--- src/design/arps_pkg.sv ---
package arps_pkg;

  // Fixed-point format and coordinate width.
  localparam int FRAC_BITS  = 8;
  localparam int COORD_BITS = 12;

  // Widths fixed by the register map and the pixel format.
  localparam int CENTRE_W = 21;
  localparam int RADIUS_W = 20;
  localparam int SIZE_W   = 13;
  localparam int COLOUR_W = 24;
  localparam int COV_W    = 9;
  localparam int ADDR_W   = 5;
  localparam int DATA_W   = 32;

  // Derived datapath widths.
  localparam int POS_W  = COORD_BITS + FRAC_BITS;
  localparam int ABS_W  = ((POS_W >= CENTRE_W - 1) ? POS_W : CENTRE_W - 1) + 1;
  localparam int DIFF_W = ABS_W + 1;
  localparam int SQ_W   = 2 * ABS_W;
  localparam int SUM_W  = SQ_W + 1;
  localparam int ROOT_W = (SUM_W + 1) / 2;
  localparam int PAD_W  = 2 * ROOT_W;
  localparam int REM_W  = ROOT_W + 2;

  typedef enum logic [2:0] {
    REG_CENTRE_X     = 3'd0,
    REG_CENTRE_Y     = 3'd1,
    REG_RADIUS_INNER = 3'd2,
    REG_RADIUS_OUTER = 3'd3,
    REG_IMAGE_WIDTH  = 3'd4,
    REG_IMAGE_HEIGHT = 3'd5
  } arps_reg_t;

  typedef struct packed {
    logic [COORD_BITS-1:0] pixel_x;
    logic [COORD_BITS-1:0] pixel_y;
    logic [COLOUR_W-1:0]   old_colour;
  } arps_in_t;

  typedef struct packed {
    logic [COLOUR_W-1:0] new_colour;
    logic [COV_W-1:0]    coverage;
  } arps_out_t;

  // Per-pixel data that rides alongside the square root.
  typedef struct packed {
    logic                on_image;
    logic [COLOUR_W-1:0] colour;
  } arps_side_t;

endpackage

--- src/design/arps_sqrt.sv ---
module arps_sqrt (
  input  logic                       clk,
  input  logic                       rst,
  input  logic                       en,
  input  logic                       in_valid,
  input  logic [arps_pkg::SUM_W-1:0] radicand,
  input  arps_pkg::arps_side_t       in_side,
  output logic                       out_valid,
  output logic [arps_pkg::ROOT_W-1:0] root,
  output arps_pkg::arps_side_t       out_side
);
  import arps_pkg::*;

  // One result bit per stage, restoring digit-by-digit method.
  logic [ROOT_W:1]     vld;
  logic [REM_W-1:0]    rem  [0:ROOT_W];
  logic [ROOT_W-1:0]   part [0:ROOT_W];
  logic [PAD_W-1:0]    bits [0:ROOT_W];
  arps_side_t          side [0:ROOT_W];

  assign rem[0]  = '0;
  assign part[0] = '0;
  assign bits[0] = PAD_W'(radicand);
  assign side[0] = in_side;

  always_ff @(posedge clk) begin
    if (rst) begin
      vld <= '0;
    end else if (en) begin
      vld <= {vld[ROOT_W-1:1], in_valid};
    end
  end

  for (genvar k = 0; k < ROOT_W; k++) begin : g_step
    logic [REM_W-1:0] shifted;
    logic [REM_W-1:0] trial;
    logic             fits;

    assign shifted = {rem[k][REM_W-3:0], bits[k][PAD_W-1 -: 2]};
    assign trial   = {part[k], 2'b01};
    assign fits    = (shifted >= trial);

    always_ff @(posedge clk) begin
      if (en) begin
        rem[k+1]  <= fits ? (shifted - trial) : shifted;
        part[k+1] <= {part[k][ROOT_W-2:0], fits};
        bits[k+1] <= {bits[k][PAD_W-3:0], 2'b00};
        side[k+1] <= side[k];
      end
    end
  end

  assign out_valid = vld[ROOT_W];
  assign root      = part[ROOT_W];
  assign out_side  = side[ROOT_W];

endmodule

--- config.mk ---
export PLATFORM = sky130hd
export DESIGN_NAME = arps_sqrt
export DESIGN_NICKNAME = d
export VERILOG_FILES = /design/src/design/arps_pkg.sv /design/src/design/arps_sqrt.sv
export SDC_FILE = /design/constraint.sdc
export NUM_CORES = 2
export LEC_CHECK = 0
export BUFFER_PORTS_ARGS = -buffer_cell sky130_fd_sc_hd__buf_2
export CAP_MARGIN = 20
export CORE_AREA = 2 2 364 366
export DETAILED_ROUTE_END_ITERATION = 10
export DIE_AREA = 0 0 366 368
export PLACE_DENSITY = 0.67
export REMOVE_ABC_BUFFERS = 1
export SYNTH_ARGS = -nofsm -noshare
export SYNTH_HDL_FRONTEND = slang
export SYNTH_SLANG_ARGS = --single-unit
--- constraint.sdc ---
create_clock -name clk -period 3.25 [get_ports clk]
set_input_delay 0.65 -clock clk [delete_from_list [all_inputs] [get_ports clk]]
set_output_delay 0.65 -clock clk [all_outputs]
set_load 0.02 [all_outputs]
Yosys cells after proc, flatten, opt, wreduce, memory -nomap -nowiden
Index checks and enable logic that the tools add are counted.
- $add $sub $neg: 21
- $lt $le $gt $ge: 22
- multiplexer cells: 21
- operators by type and width (operator ; count):
    22-bit two-way mux ; 20
    24-bit by 10-bit greater-or-equal comparator with 1-bit output ; 1
    24-bit by 11-bit greater-or-equal comparator with 1-bit output ; 1
    24-bit by 12-bit greater-or-equal comparator with 1-bit output ; 1
    24-bit by 13-bit greater-or-equal comparator with 1-bit output ; 1
    24-bit by 14-bit greater-or-equal comparator with 1-bit output ; 1
    24-bit by 15-bit greater-or-equal comparator with 1-bit output ; 1
    24-bit by 16-bit greater-or-equal comparator with 1-bit output ; 1
    24-bit by 17-bit greater-or-equal comparator with 1-bit output ; 1
    24-bit by 18-bit greater-or-equal comparator with 1-bit output ; 1
    24-bit by 19-bit greater-or-equal comparator with 1-bit output ; 1
    24-bit by 20-bit greater-or-equal comparator with 1-bit output ; 1
    24-bit by 21-bit greater-or-equal comparator with 1-bit output ; 1
    24-bit by 22-bit greater-or-equal comparator with 1-bit output ; 1
    24-bit by 23-bit greater-or-equal comparator with 1-bit output ; 1
    24-bit by 3-bit greater-or-equal comparator with 1-bit output ; 1
    24-bit by 4-bit greater-or-equal comparator with 1-bit output ; 1
    24-bit by 5-bit greater-or-equal comparator with 1-bit output ; 1
    24-bit by 6-bit greater-or-equal comparator with 1-bit output ; 1
    24-bit by 7-bit greater-or-equal comparator with 1-bit output ; 1
    24-bit by 8-bit greater-or-equal comparator with 1-bit output ; 1
    24-bit by 9-bit greater-or-equal comparator with 1-bit output ; 1
    22-bit by 10-bit subtractor with 22-bit output ; 1
    22-bit by 11-bit subtractor with 22-bit output ; 1
    21 further kinds ; 21
- register bits: 1729
- bits of input ports: 72
- output and inout port bits: 48
- word-level logic and storage cells: 174

Longest topological paths before layout
- depth after elaboration: 2
- mapped depth: 13
- mapped depth without buffers: 11

Least setup slack after synthesis
Ideal clock, no wire load.
- kind: reg-to-reg
- from: register rem (netlist bit g_step[13].shifted[2])
- to: register rem (netlist bit g_step[14].shifted[10]), data pin
- library setup time: 260 ps
- data arrival time: 2734 ps
- required time: 2990 ps
- path slack: 256 ps
- cell stages (with the launch flop): 11
- cells stage by stage: edfxtp_1 ha_1 nor2b_1 o21a_1 o21ai_0 a21o_1 and4b_1 o21ai_1 nor3_2 buf_2 mux2_2
- word-level cells in the longest chain between the ends: 2
- elaborated cells on any way between the ends: 3
- those cells by class: 1 x add/sub; 1 x order compare; 1 x mux
- RTL lines (element ; line ; source):
    start: declaration ; arps_sqrt.sv:16 ; logic [REM_W-1:0] rem [0:ROOT_W];
    start signal: indexed assignment ; arps_sqrt.sv:45 ; rem[k+1] <= fits ? (shifted - trial) : shifted;
    22-bit by 15-bit subtractor with 22-bit output or 24-bit by 15-bit greater-or-equal comparator with 1-bit output (tied branches) ; arps_sqrt.sv:45, arps_sqrt.sv:41 ;
    22-bit two-way mux (*) ; arps_sqrt.sv:45 ;
Every way passes the cells marked *; elsewhere a longest branch is shown, timed or not.
A chain may end at the register's enable or synchronous reset.

Final worst setup path
- from: register bits[483] in the netlist's numbering
- to: register rem (netlist bit g_step[13].shifted[17]), data pin
- word-level cells in the longest chain between the ends: 2
- elaborated cells on any way between the ends: 3
- those cells by class: 1 x add/sub; 1 x order compare; 1 x mux
- RTL lines (element ; line ; source):
    start: declaration ; arps_sqrt.sv:18 ; logic [PAD_W-1:0] bits [0:ROOT_W];
    start signal: indexed assignment ; arps_sqrt.sv:47 ; bits[k+1] <= {bits[k][PAD_W-3:0], 2'b00};
    22-bit by 14-bit subtractor with 22-bit output or 24-bit by 14-bit greater-or-equal comparator with 1-bit output (tied branches) ; arps_sqrt.sv:45, arps_sqrt.sv:41 ;
    22-bit two-way mux (*) ; arps_sqrt.sv:45 ;
Marked as above.

==> flow_summary.json <==
{
  "std_cell_rows": 133,
  "cts_buffer_depth": 3,
  "yosysTopAreaCellShare_pct": 72.4,
  "criticalPathCategory": "flip-flop to flip-flop",
  "vdd_drop_max_mv": 0.506,
  "period_needed_ps": 3090,
  "placed_cells": 6535,
  "syn-cell-area_um2": 70300,
  "clock_latency_ps": 790,
  "setup_violations": 0,
  "cts_tree": "done",
  "leakagePower_nw": 30.4,
  "use_met2_pct": 27.3,
  "syn_inst": 4624,
  "pre_cts_ws_ps": 76.1,
  "drt-initial-drc-count": 2520,
  "grt_max_degree": 101,
  "rsz0062_at_grt": "no",
  "end_kind": "flip-flop",
  "max_freq_mhz": 323,
  "max_stage_delay_ps": 540,
  "cts_buffers": 173,
  "synth_area_leaders": "edfxtp_1 (72%), ha_1 (4.9%), xnor2_1 (2.2%)",
  "use_met1_pct": 24.0,
  "worstSetupStartpointType": "flip-flop",
  "relSlewSlack_pct": 50.9,
  "setup_ws_ps": 156,
  "final_util_pct": 61.4,
  "drc": 0,
  "fin_skew_ps": 32.2,
  "drv_slew": 0,
  "hold_slack_ps": 83.3,
  "ys_warn_count": 0,
  "path_delay_family": "compound AO/OA/AOI/OAI gates",
  "io_pins": 120,
  "cts_sinks": 1717,
  "start_util_pct": 53.8,
  "coreArea_um2": 131000,
  "finalCritPeriodShare_pct": 95.2,
  "worst_path_max_delay_cell": "edfxtp_1",
  "hold_path.class": "input pin to flip-flop",
  "routed_wl_um": 114000,
  "max_cap_violations": 0,
  "synthTopCellsByCount": "edfxtp_1 (1695), inv_1 (352), ha_1 (275)",
  "num_antenna_cells": 0,
  "routabilityCongestion": 0.870,
  "avgViaCountPerCell": 5.27,
  "dieArea_um2": 135000,
  "overflow": 0,
  "synth-edff-count": 1695,
  "dr.pass1.iters": 5,
  "vias": 36435,
  "synth_seq_cells": 1717,
  "htreeDepth": 4,
  "numPortBuffers": 119,
  "grt_pass1_wl_um": 186000,
  "grt_pass1_vias": 35911,
  "gr-max-usage-layer": "met2",
  "synth.most_common_cell": "edfxtp_1",
  "synth.distinct_cells": 90,
  "dieHeight_um": 368,
  "fin_cells": 6917,
  "total_power_mw": 55.7,
  "worst_slew_pin_slew_ps": 718,
  "antenna_found_initial": 1,
  "crit_path_max_fanout": 7,
  "layout-drive-gt1-share_pct": 12.0,
  "path_cells": "inv_1 > ha_1 > nor2b_1 > o21ai_1 > a21boi_1 > o31ai_1 > o311ai_4 > nand2b_1 > o41ai_1 > o21ai_0",
  "gr-usage-met3_pct": 3.17,
  "synth-async-reset-ratio_pct": 0,
  "pwr_density_cell_nw_per_um2": 693,
  "ant_nets": 0,
  "root_buffer": "clkbuf_16",
  "finalNetCount": 5373,
  "yosysSeqAreaShare_pct": 73.0,
  "status": "completed",
  "avgSynthCellArea_um2": 15.2,
  "required_ps": 3760,
  "die_w_um": 366,
  "final_hold_viol_count": 0,
  "synth_top_cell_by_area": "edfxtp_1",
  "grt_util_all_layers_pct": 17.1,
  "syn2layout_area_growth_pct": 14.2,
  "wl_per_cell_um": 16.5,
  "arrival_ps": 3600,
  "dp_hpwl_um": 77600,
  "ys.flop_type": "edfxtp_1",
  "crit_buf_inv": 1,
  "path_clk_slew_ps": 60
}
==> power by group <==
group	switching, mW	internal, mW
registers	1.14	27.2
clock network	8.15	11.1
logic	4.46	3.61
total	13.7	41.9
==> cells by family after synthesis <==
group	synth area share, %
DFF	73.0
and+or+nand+nor	7.11
AOI/OAI and AO/OA	6.92
xor gates and xnor gates	4.10
muxes	1.42
buffers and inverters	2.56
other	0.00533
adders and majority gates	4.89
==> area by class of cell <==
cell class / instances / area [µm²]
fillers: 9760 / 50500
well taps: 1755 / 2200
inverters: 356 / 1340
flip-flops and latches: 1717 / 51300
multi-input cells: 2460 / 17300
clock buffers: 206 / 4510
repair buffers: 318 / 2610
clock inverters: 105 / 1080
==> metal layers <==
layer	part of all wire, %	routed length [µm]
met1	47	53100
met5	0	0
met2	46	52900
met4	2.6	3020
met3	4.4	4970
==> metrics by stage <==
stage / cell area [µm²] / setup TNS (ps)
floorplan: 69900 / -29490
global route: 80300 / 0
CTS: 80300 / 0
finish: 80300 / 0
global placement: 74000 / 0
detailed placement: 74000 / 0
==> sequential cells by signal (all words and copies together), names as in the netlist <==
register	flops
vld	22
out_side	25
side	525
bits	462
root	22
g_step.trial	231
g_step.shifted	430
==> placed cells by master (no fill, tap or decap), drive strengths merged, types with 12 or more instances in the layout <==
| master | Yosys | layout |
|---|---|---|
| edfxtp | 1695 | 1695 |
| inv | 356 | 362 |
| ha | 275 | 275 |
| nor2 | 268 | 268 |
| buf | 38 | 252 |
| a21oi | 235 | 235 |
| nand2 | 221 | 221 |
| clkbuf | 54 | 206 |
| xnor2 | 177 | 177 |
| o21ai | 172 | 172 |
| xor2 | 152 | 152 |
| nor3 | 93 | 93 |
| a21o | 87 | 87 |
| o21a | 78 | 78 |
| clkinv | 0 | 78 |
| dlygate4sd3 | 0 | 66 |
| mux2 | 63 | 63 |
| nand3 | 60 | 60 |
| nor4 | 55 | 55 |
| nand4 | 45 | 45 |
| or3 | 42 | 42 |
| nor2b | 41 | 41 |
| nand2b | 38 | 38 |
| o31ai | 32 | 32 |
| or4 | 32 | 32 |
| mux2i | 29 | 29 |
| a31oi | 23 | 23 |
| or2 | 23 | 23 |
| dfxtp | 22 | 22 |
| o21bai | 17 | 17 |
| o211ai | 17 | 17 |
| and3 | 16 | 16 |
| bufinv | 0 | 15 |
| a211oi | 14 | 14 |
| a21boi | 13 | 13 |
| o2111ai | 12 | 12 |
==> final timing paths <==
kind | startpoint | to | slack [ps] | cells after the start
hold / removal | in_side[22] | side[547] | 80 | 1
setup / recovery | bits[483] | g_step[13].shifted[17] | 160 | 10
hold reg to reg | bits[479] | bits[437] | 410 | 0
setup reg to reg | bits[483] | g_step[13].shifted[17] | 160 | 10
==> repair_timing <==
item,CTS,global route
resized for setup,0,10
endpoints found under the setup margin,0,38
hold buffers,66,0
buffers inserted,0,4
hold endpoints to repair,66,0
Power figures use the tool's default switching activity.
